## config.mk

```make
export PLATFORM = sky130hd
export DESIGN_NAME = led_matrix_crossfade_scanner
export DESIGN_NICKNAME = d
export VERILOG_FILES = /design/src/rtl/core/lmcs_pkg.sv /design/src/rtl/core/lmcs_frame_store.sv /design/src/rtl/core/lmcs_pwm_scan.sv /design/src/rtl/core/led_matrix_crossfade_scanner.sv
export SDC_FILE = /design/constraint.sdc
export NUM_CORES = 1
export LEC_CHECK = 0
export ABC_AREA = 1
export BUFFER_PORTS_ARGS = -buffer_cell sky130_fd_sc_hd__buf_2
export CAP_MARGIN = 20
export CORE_MARGIN = 3
export CORE_UTILIZATION = 45
export CTS_CLUSTER_SIZE = 12
export DETAILED_ROUTE_END_ITERATION = 10
export PLACE_DENSITY = 0.71
export RECOVER_POWER = 100
export SLEW_MARGIN = 20
export SYNTH_ARGS = -nofsm -noshare
export SYNTH_HDL_FRONTEND = slang
export SYNTH_HIERARCHICAL = 1
export SYNTH_SLANG_ARGS = --single-unit
```

## constraint.sdc

```tcl
create_clock -name i_clk -period 3.4 [get_ports i_clk]
set_input_delay 0.34 -clock i_clk [delete_from_list [all_inputs] [get_ports i_clk]]
set_output_delay 0.34 -clock i_clk [all_outputs]
set_load 0.01 [all_outputs]
```

## src/rtl/core/lmcs_pkg.sv

```systemverilog
`timescale 1ns / 1ps
// ============================================================================
// lmcs_pkg - shared types and constants of the LED matrix crossfade scanner
// Item kinds, configuration register indexes, PWM compare limits and the
// store command bundle passed from the top level to the frame stores.
// ============================================================================
package lmcs_pkg;

    localparam int DEF_COLUMNS = 12;
    localparam int DEF_ROWS    = 10;

    localparam int KIND_W   = 2;
    localparam int ELEM_W   = 8;
    localparam int WORD_W   = 16;
    localparam int SHIFT_W  = 4;
    localparam int BLEND_W  = 8;
    localparam int CFG_IDX_W = 1;
    localparam int CFG_DAT_W = 8;
    localparam int SHIFTED_W = WORD_W + (2 ** SHIFT_W) - 1;

    // PWM compare window and the blend extremes.
    localparam logic [BLEND_W-1:0] CMP_MIN     = 8'h02;
    localparam logic [BLEND_W-1:0] CMP_MAX     = 8'hFD;
    localparam logic [BLEND_W-1:0] BLEND_LOW   = 8'h01;
    localparam logic [BLEND_W-1:0] BLEND_FULL  = 8'hFF;
    localparam logic [BLEND_W-1:0] BLEND_NONE  = 8'h00;

    typedef enum logic [KIND_W-1:0] {
        KIND_TICK      = 2'd0,
        KIND_WRITE     = 2'd1,
        KIND_CLEAR_COL = 2'd2,
        KIND_CLEAR_ALL = 2'd3
    } t_kind;

    typedef enum logic [CFG_IDX_W-1:0] {
        REG_BLEND  = 1'b0,
        REG_TARGET = 1'b1
    } t_cfg_reg;

    typedef struct packed {
        logic write;      // store a word at the position
        logic clear_col;  // clear the column at the position
        logic clear_all;  // clear every column
        logic target;     // 0 frame A, 1 frame B
    } t_store_cmd;

endpackage

```

## src/rtl/core/lmcs_frame_store.sv

```systemverilog
`timescale 1ns / 1ps
// ============================================================================
// lmcs_frame_store - the two frame stores A and B
// One column word per entry. Writes and clears go to the store picked by the
// command; both stores are read at the current scan column.
// ============================================================================
module lmcs_frame_store
    import lmcs_pkg::*;
#(
    parameter int COLUMNS = DEF_COLUMNS,
    parameter int ROWS    = DEF_ROWS,
    localparam int COL_W  = $clog2(COLUMNS)
) (
    input  logic              i_clk,
    input  logic              i_rst_n,
    input  t_store_cmd        i_cmd,
    input  logic [ELEM_W-1:0] i_pos,
    input  logic [ROWS-1:0]   i_word,
    input  logic [COL_W-1:0]  i_rd_col,
    output logic [ROWS-1:0]   o_col_a,
    output logic [ROWS-1:0]   o_col_b
);

    logic [ROWS-1:0] r_frame_a [COLUMNS];
    logic [ROWS-1:0] r_frame_b [COLUMNS];
    logic            w_pos_ok;
    logic [COL_W-1:0] w_idx;

    assign w_pos_ok = (i_pos < ELEM_W'(COLUMNS));
    assign w_idx    = i_pos[COL_W-1:0];

    always_ff @(posedge i_clk) begin
        if (!i_rst_n) begin
            for (int c = 0; c < COLUMNS; c++) begin
                r_frame_a[c] <= '0;
                r_frame_b[c] <= '0;
            end
        end else if (i_cmd.clear_all) begin
            for (int c = 0; c < COLUMNS; c++) begin
                if (i_cmd.target) begin
                    r_frame_b[c] <= '0;
                end else begin
                    r_frame_a[c] <= '0;
                end
            end
        end else if ((i_cmd.write || i_cmd.clear_col) && w_pos_ok) begin
            if (i_cmd.target) begin
                r_frame_b[w_idx] <= i_cmd.write ? i_word : '0;
            end else begin
                r_frame_a[w_idx] <= i_cmd.write ? i_word : '0;
            end
        end
    end

    assign o_col_a = r_frame_a[i_rd_col];
    assign o_col_b = r_frame_b[i_rd_col];

endmodule

```

## src/rtl/core/lmcs_pwm_scan.sv

```systemverilog
`timescale 1ns / 1ps
// ============================================================================
// lmcs_pwm_scan - PWM counter and column scan sequencer
// Each tick advances the 8-bit counter. At wrap frame A is shown (blank
// at blend none) and the shift clock rises; at the compare value frame B
// is shown (blank at blend full), the clock falls and the scan steps a column.
// ============================================================================
module lmcs_pwm_scan
    import lmcs_pkg::*;
#(
    parameter int COLUMNS = DEF_COLUMNS,
    parameter int ROWS    = DEF_ROWS,
    localparam int COL_W  = $clog2(COLUMNS)
) (
    input  logic               i_clk,
    input  logic               i_rst_n,
    input  logic               i_tick,
    input  logic [BLEND_W-1:0] i_blend,
    input  logic [ROWS-1:0]    i_col_a,
    input  logic [ROWS-1:0]    i_col_b,
    output logic [COL_W-1:0]   o_scan_col,
    output logic [ROWS-1:0]    o_drive,
    output logic               o_data,
    output logic               o_clk_lvl
);

    logic [BLEND_W-1:0] r_count, n_count;
    logic [COL_W-1:0]   r_col,   n_col;
    logic [ROWS-1:0]    r_drive, n_drive;
    logic               r_data,  n_data;
    logic               r_clk,   n_clk;
    logic [BLEND_W-1:0] w_cmp;
    logic [BLEND_W-1:0] w_next;

    always_comb begin
        if (i_blend <= BLEND_LOW) begin
            w_cmp = CMP_MIN;
        end else if (i_blend > CMP_MAX) begin
            w_cmp = CMP_MAX;
        end else begin
            w_cmp = i_blend;
        end
    end

    assign w_next = r_count + BLEND_W'(1);

    always_comb begin
        n_count = r_count;
        n_col   = r_col;
        n_drive = r_drive;
        n_data  = r_data;
        n_clk   = r_clk;
        if (i_tick) begin
            n_count = w_next;
            if (w_next == '0) begin
                n_drive = (i_blend != BLEND_NONE) ? i_col_a : '0;
                n_clk   = 1'b1;
            end else if (w_next == w_cmp) begin
                n_drive = (i_blend != BLEND_FULL) ? i_col_b : '0;
                n_clk   = 1'b0;
                if (r_col >= COL_W'(COLUMNS - 1)) begin
                    // Last column: the data bit drops so a new scan starts.
                    n_data = 1'b0;
                    n_col  = '0;
                end else begin
                    if (r_col == '0) begin
                        n_data = 1'b1;
                    end
                    n_col = r_col + COL_W'(1);
                end
            end
        end
    end

    always_ff @(posedge i_clk) begin
        if (!i_rst_n) begin
            r_count <= '0;
            r_col   <= '0;
            r_drive <= '0;
            r_data  <= 1'b0;
            r_clk   <= 1'b0;
        end else begin
            r_count <= n_count;
            r_col   <= n_col;
            r_drive <= n_drive;
            r_data  <= n_data;
            r_clk   <= n_clk;
        end
    end

    assign o_scan_col = r_col;
    assign o_drive    = r_drive;
    assign o_data     = r_data;
    assign o_clk_lvl  = r_clk;

endmodule

```

## src/rtl/core/led_matrix_crossfade_scanner.sv

```systemverilog
`timescale 1ns / 1ps
// ============================================================================
// led_matrix_crossfade_scanner - dual buffer LED matrix scanner with crossfade
// Scans a COLUMNS x ROWS matrix from two frame stores and blends them inside
// each column slot with an 8-bit PWM counter.
//
// Channel  Direction  Handshake                 Beat
// command  in         start, busy (always low)  kind, element, offset, word...
// result   out        o_result_valid strobe     row drive, column data, clock
// config   in         i_cfg_we                  register index, data
//
// One item is taken every clock; its result shows in the next cycle for exactly
// one cycle. All state updates land in the single register stage at the
// accepting edge, so the rate is one item per cycle. Synchronous active-low
// reset clears both stores, the counter and the scan. The result side cannot
// stall; busy stays low.
// ============================================================================
module led_matrix_crossfade_scanner
    import lmcs_pkg::*;
#(
    parameter int COLUMNS = DEF_COLUMNS,
    parameter int ROWS    = DEF_ROWS
) (
    input  logic                 i_clk,
    input  logic                 i_rst_n,
    input  logic                 start,
    output logic                 busy,
    input  logic [KIND_W-1:0]    i_kind,
    input  logic [ELEM_W-1:0]    i_element_index,
    input  logic signed [ELEM_W-1:0] i_x_offset,
    input  logic [WORD_W-1:0]    i_pixel_word,
    input  logic [SHIFT_W-1:0]   i_shift_amount,
    input  logic                 i_last_element,
    input  logic                 i_cfg_we,
    input  logic [CFG_IDX_W-1:0] i_cfg_index,
    input  logic [CFG_DAT_W-1:0] i_cfg_data,
    output logic                 o_result_valid,
    output logic [ROWS-1:0]      o_row_drive,
    output logic                 o_column_data,
    output logic                 o_shift_clock
);

    localparam int COL_W = $clog2(COLUMNS);

    logic [BLEND_W-1:0]   r_blend;
    logic                 r_target;
    logic                 r_valid;
    logic                 w_accept;
    t_kind                w_kind;
    t_store_cmd           w_cmd;
    logic [ELEM_W-1:0]    w_pos;
    logic [SHIFTED_W-1:0] w_shifted;
    logic [ROWS-1:0]      w_col_a;
    logic [ROWS-1:0]      w_col_b;
    logic [COL_W-1:0]     w_scan_col;

    assign busy     = 1'b0;
    assign w_accept = start && !busy;
    assign w_kind   = t_kind'(i_kind);

    // The end-of-image marker does not change the stores.
    always_comb begin
        w_cmd        = '0;
        w_cmd.target = r_target;
        w_pos        = i_element_index;
        case (w_kind)
            KIND_WRITE: begin
                w_cmd.write = w_accept;
                w_pos       = i_element_index + $unsigned(i_x_offset);
            end
            KIND_CLEAR_COL: w_cmd.clear_col = w_accept;
            KIND_CLEAR_ALL: w_cmd.clear_all = w_accept;
            default: ;
        endcase
    end

    assign w_shifted = SHIFTED_W'(i_pixel_word) << i_shift_amount;

    always_ff @(posedge i_clk) begin
        if (!i_rst_n) begin
            r_blend  <= BLEND_FULL;
            r_target <= 1'b0;
            r_valid  <= 1'b0;
        end else begin
            r_valid <= w_accept;
            if (i_cfg_we) begin
                unique case (t_cfg_reg'(i_cfg_index))
                    REG_BLEND:  r_blend  <= i_cfg_data[BLEND_W-1:0];
                    REG_TARGET: r_target <= i_cfg_data[0];
                endcase
            end
        end
    end

    lmcs_frame_store #(
        .COLUMNS (COLUMNS),
        .ROWS    (ROWS)
    ) u_store (
        .i_clk    (i_clk),
        .i_rst_n  (i_rst_n),
        .i_cmd    (w_cmd),
        .i_pos    (w_pos),
        .i_word   (w_shifted[ROWS-1:0]),
        .i_rd_col (w_scan_col),
        .o_col_a  (w_col_a),
        .o_col_b  (w_col_b)
    );

    lmcs_pwm_scan #(
        .COLUMNS (COLUMNS),
        .ROWS    (ROWS)
    ) u_scan (
        .i_clk      (i_clk),
        .i_rst_n    (i_rst_n),
        .i_tick     (w_accept && (w_kind == KIND_TICK)),
        .i_blend    (r_blend),
        .i_col_a    (w_col_a),
        .i_col_b    (w_col_b),
        .o_scan_col (w_scan_col),
        .o_drive    (o_row_drive),
        .o_data     (o_column_data),
        .o_clk_lvl  (o_shift_clock)
    );

    assign o_result_valid = r_valid;

    a_strobe_follows: assert property (@(posedge i_clk) disable iff (!i_rst_n)
        w_accept |=> o_result_valid)
        else $error("result strobe missing after an accepted beat");

    a_scan_in_range: assert property (@(posedge i_clk) disable iff (!i_rst_n)
        w_scan_col < COL_W'(COLUMNS - 1) || w_scan_col == COL_W'(COLUMNS - 1))
        else $error("scan column beyond the last column");

    a_store_item_holds: assert property (@(posedge i_clk) disable iff (!i_rst_n)
        (w_accept && w_kind != KIND_TICK) |=>
            ($stable(o_row_drive) && $stable(o_column_data) && $stable(o_shift_clock)))
        else $error("store item changed the matrix outputs");

    a_clock_rise_shows_a: assert property (@(posedge i_clk) disable iff (!i_rst_n)
        $rose(o_shift_clock) |-> $past(w_accept && w_kind == KIND_TICK))
        else $error("shift clock rose without a tick");

endmodule

```

Word level (Yosys, flattened, before mapping)
Memory sizes are Yosys's and may differ from the RTL's. A register that Yosys moved wholly into a read port is not among the register bits.
Cells that the tools add are included.
{"block": "classes", "n_lt_le_gt_ge": 4, "n_reduce_logical": 16, "n_bitwise": 26, "mul": 0, "n_shift": 1, "mux": 67, "addsub": 3, "eq_ne": 5, "n_div": 0}
{"cell": "$mux 10", "count": 31}
{"cell": "$mux 4", "count": 7}
{"cell": "$mux 1", "count": 26}
{"cell": "$mux 8", "count": 3}
{"cell": "$or 1x1->1", "count": 24}
{"cell": "$reduce_or 10->1", "count": 2}
{"cell": "$shl 16x4->10", "count": 1}
{"cell": "$add 8x1->8 const B", "count": 1}
{"cell": "$add 8x8->8", "count": 1}
{"cell": "$eq 8x8->1", "count": 1}
{"cell": "$gt 8x8->1 const B", "count": 1}
{"cell": "$le 8x1->1 const B", "count": 1}
{"cell": "$logic_not 8->1", "count": 1}
{"cell": "$lt 8x4->1 const B", "count": 1}
{"cell": "$ne 8x8->1 const B", "count": 1}
{"cell": "$reduce_bool 8->1", "count": 1}
{"cell": "$reduce_and 2->1", "count": 3}
{"cell": "$add 4x1->4 const B", "count": 1}
{"cell": "$eq 2x2->1 const B", "count": 2}
{"cell": "$ge 4x4->1 const B", "count": 1}
{"cell": "$logic_not 4->1", "count": 1}
{"cell": "$reduce_and 4->1", "count": 1}
{"cell": "$reduce_bool 2->1", "count": 2}
{"cell": "$reduce_and 3->1", "count": 1}
{"cell": "other kinds (5)", "count": 7}
{"block": "totals", "output_inout_bits": 14, "rom_bits": 0, "regBits": 34, "elab_cells": 132, "ramBits": 240, "inputBits": 52, "latchBits": 0, "memories": 2}
{"memory": "u_store.r_frame_a", "depth": 12, "word_bits": 10, "rd": 1, "rd_clocked_by_memory_dff": 1, "wr": 12, "line": "lmcs_frame_store.sv:24", "source": "logic [ROWS-1:0] r_frame_a [COLUMNS];"}
{"memory": "u_store.r_frame_b", "depth": 12, "word_bits": 10, "rd": 1, "rd_clocked_by_memory_dff": 1, "wr": 12, "line": "lmcs_frame_store.sv:25", "source": "logic [ROWS-1:0] r_frame_b [COLUMNS];"}

Depth between registers and ports, before layout
{"block": "logic_depth", "ltp_word": 10, "mapped_depth": 18, "mapped_depth_nobuf": 16}

Hierarchy
The synthesis kept the hierarchy.
{"module": "lmcs_frame_store", "seq_area_each_um2": 9609.2, "area_each_um2": 15228.4, "cells_each": 1684, "instances": 1}
{"module": "lmcs_pwm_scan", "seq_area_each_um2": 480.5, "area_each_um2": 1737.9, "cells_each": 296, "instances": 1}
{"module": "led_matrix_crossfade_scanner", "seq_area_each_um2": 200.2, "area_each_um2": 1163.6, "cells_each": 203, "instances": 1}

Worst setup path after synthesis
No wires, ideal clock.
{"block": "synth_path", "path_type": "input -> register", "from": "in i_element_index[0]", "to": "mem u_store/r_frame_b[0][0] (netlist name) (enable)", "setup_time_ns": 0.340, "t_arrival_ns": 2.367, "slack_ns": 0.694, "n_path_buf": 2, "required_ns": 3.060, "path_stages": 18, "path_cell_list": "ha_1 > inv_1 > fa_1 > inv_1 > nand2_1 > nand2_1 > nand3b_1 > nand2_1 > nand2_1 > nand3_1 > nand2_1 > nor2_1 > o21ai_1 > nor2_4 > buf_4 > nand3_1 > buf_4 > nand2_1"}
{"element": "from (decl)", "line": "led_matrix_crossfade_scanner.sv:29", "source": "input logic [ELEM_W-1:0] i_element_index,"}
{"element": "to (decl)", "line": "lmcs_frame_store.sv:25"}

==> impl_metrics.toml <==
[global_routing]
grt_max_degree = 135
top_usage_layer = "met2"
antenna_found_initial = 0
grtUsageMet2_pct = 36.7
track_usage_pct = 21.4
grt_pass1_vias = 13678
use_met1_pct = 28.4
grt_pass1_wl_mm = 71.5
gr-usage-met3_pct = 2.79
grt.overflow.total = 0

[detailed_routing]
drt_wl_total_mm = 46.0
vias = 14580
vias_per_cell = 5.11
avgRoutedWirePerCell_um = 16.1
first_iter_violations = 1631
drc = 0
dr.pass1.iters = 6
ant_nets = 0

[logic_synthesis]
netlist_area_um2 = 18100
yosysUniqueCellTypes = 35
syn_inst = 2183
ys_seq_elements = 354
synth-async-reset-ratio_pct = 0
synth.top_cell.area_share_pct = 53.0
syn_area_per_cell_um2 = 8.31
yosysMostFrequentCell = "nand2_1"
ys.warnings.count = 6
synthTopCellsByCount = "nand2_1, nand3_1, inv_1"
synth_flop_cell = "edfxtp_1"
synth-edff-count = 320
synth_area_leader_cell = "edfxtp_1"
synth_area_leaders = "edfxtp_1, nand2_1, nand3_1"
ys_seq_area_share_pct = 56.8

[worst_setup_path]
reg2reg_depth = 11
critPathMaxFanout = 11
required_ns = 3.77
crit_chain = "clkbuf_1 > inv_1 > nor2_1 > inv_1 > nor2_1 > clkbuf_1 > nand2_1 > clkbuf_1 > nor2_1"
reg2reg_to = "u_scan/o_drive[6]$_SDFFE_PN0P_"
critPathKind = "in -> reg"
r2r_start = "u_scan/r_count[0]$_SDFFE_PN0P_"
critPathCaptureType = "flip-flop"
worst_setup_path_start_kind = "primary input"
critPathSlowestCell = "nand2_1"
cp_data_arrival_time_ns = 3.17
max_stage_delay_ns = 0.60
rrSetupSlack_ns = 0.73

[flow_run]
cap_violations = 0

[clock_network]
hold_buffers = 0
clk_latency_ns = 0.52
root_buffer = "clkbuf_16"
ctsHtreeMaxLevel = 2
post_cts_buffers = 0
clk_path_buf_depth = 3
ctsResizeCount = 0
cts_buffers = 39
clkSinkCount = 354
cts_tree = "built"
clk_pin_slew_ns = 0.05

[finish]
fin_nets = 2375
fin_cells = 2856
area_delta_synth_final_pct = 14.2
antenna_cells = 0
layout-drive-gt1-share_pct = 7.57
utilization_pct = 52.8
design_area_um2 = 20700

[placement]
io_buffers = 57
dp_slack_ns = 0.601
place_hpwl_mm = 29.7
gp_congestion = 0.877
placed_area_um2 = 19700
dp_cells = 2788

[power_and_ir_drop]
p_leak_uw = 0.00907
internal_power_uw = 7500
powerDensity_nw_per_um2 = 464
combinationalPowerShare_pct = 6.7
sw_frac_of_total_pct = 21.9
ir_drop_v = 0.000318
p_seq_share_pct = 52.0
p_sw_uw = 2110
p_clk_share_pct = 41.3

[floorplan]
rows = 72
dieArea_um2 = 42700
die_h_um = 207
die_w_um = 207
initial_core_util_pct = 46.3
core_um2 = 39200
num_io_pins = 66

[timing]
fin_crit_sh_pct = 82.4
worst_pin_slew_ns = 1.30
rsz0062_at_grt = "no"
max_freq_mhz = 357
drv_slew = 0
fin_skew_ns = 0.0146
setup_viol = 0
relSlewSlack_pct = 13.3
setup_slack_ns = 0.600
hold_viol_final = 0
min_period_ns = 2.80
fin_setup_tns_ns = 0

[run_status]
status = "completed"

[min_path]
min_path_cells = 3
min_to = "o_result_valid$_SDFF_PN0_"
min_from = "start"
hold_class = "in -> reg"
[per-layer routing]
layer / share of wire [%] / wire length [um] / vias up
met5: 0 / 0 / -
met4: 3.0 / 1400 / 0
met3: 8.1 / 3710 / 94
met2: 49 / 22400 / 576
met1: 40 / 18500 / 6826
li1: - / - / 7084
[power by group through the flow]
stage,combinational [uW],sequential [uW],clock (uW)
after global placement,622,5070,0
final,645,4990,3970
after CTS,643,4990,4040
after global routing,723,5010,4220
after detailed placement,638,5080,0
after floorplan,405,5060,0
[worst max-delay path: cells and delay by family]
kind	cells	cell delay (ns)
simple gates	4	1.33
buf+inv	5	1.47
[cell type report]
type | count | area [um2]
Timing Repair Buffer | 136 | 1090
Multi-Input combinational cell | 1448 | 6220
Inverter | 332 | 1250
Clock inverter | 17 | 124
Fill cell | 3533 | 18500
Sequential cell | 354 | 10300
Clock buffer | 51 | 1060
Tap cell | 518 | 648
[sequential cells by signal, indices dropped and copies added (netlist names)]
| register | count |
|---|---|
| u_scan/o_scan_col | 4 |
| o_result_valid | 1 |
| u_scan/o_drive | 10 |
| u_scan/o_data | 1 |
| u_store/r_frame_a | 160 |
| r_blend | 8 |
| u_scan/o_clk_lvl | 1 |
| u_store/r_frame_b | 160 |
| u_scan/r_count | 8 |
| r_target | 1 |
[stage by stage]
step,hold WS (ns),power [uW]
6_report,0.0291,9600
3_3_place_gp,0.470,5690
3_5_place_dp,0.478,5720
5_1_grt,0.0347,9940
2_1_floorplan,0.433,5470
4_1_cts,0.00755,9670
[cell families after synthesis]
| family | share of synthesized area (%) |
|---|---|
| AND/OR/NAND/NOR | 30.1 |
| AO/OA/AOI/OAI | 1.73 |
| XOR/XNOR | 0.0966 |
| adder cells (fa/ha/maj) | 0.870 |
| other | 0.0414 |
| buffers and inverters | 10.4 |
| flip-flops | 56.8 |
[placed cells by master (no fill, tap or decap), drive strengths merged]
| cell type | synthesis | final |
|---|---|---|
| nand2 | 615 | 615 |
| buf | 72 | 91 |
| nand4 | 2 | 2 |
| nor3 | 6 | 6 |
| or2 | 8 | 8 |
| clkinv | 2 | 16 |
| conb | 2 | 81 |
| edfxtp | 320 | 320 |
| clkinvlp | 0 | 1 |
| nand3b | 3 | 3 |
| o211ai | 2 | 2 |
| a21oi | 18 | 18 |
| dfxtp | 34 | 34 |
| xor2 | 1 | 1 |
| bufinv | 0 | 2 |
| nor2 | 317 | 317 |
| xnor2 | 1 | 1 |
| inv | 330 | 330 |
| ha | 11 | 11 |
| fa | 1 | 1 |
| o21ai | 36 | 36 |
| nand3 | 345 | 345 |
| clkbuf | 56 | 96 |
| a31oi | 1 | 1 |
[how the worst max path moves through the flow]
stage	from	end	slack, ns	cells past startpoint
detailed placement	i_element_index[0]	u_store/r_frame_b[3][4]$_SDFFCE_PN0P_	0.60	19
floorplan	i_element_index[0]	u_store/r_frame_b[0][0]$_SDFFCE_PN0P_	0.69	18
global route	i_kind[0]	u_store/r_frame_a[9][1]$_SDFFCE_PN0P_	0.40	12
CTS	u_scan/r_count[0]$_SDFFE_PN0P_	u_scan/o_drive[6]$_SDFFE_PN0P_	1.06	12
finish	i_kind[0]	u_store/r_frame_b[6][4]$_SDFFCE_PN0P_	0.60	9
global placement	i_element_index[0]	u_store/r_frame_b[6][0]$_SDFFCE_PN0P_	0.59	19
No activity file was read; power rests on OpenSTA's default activity.
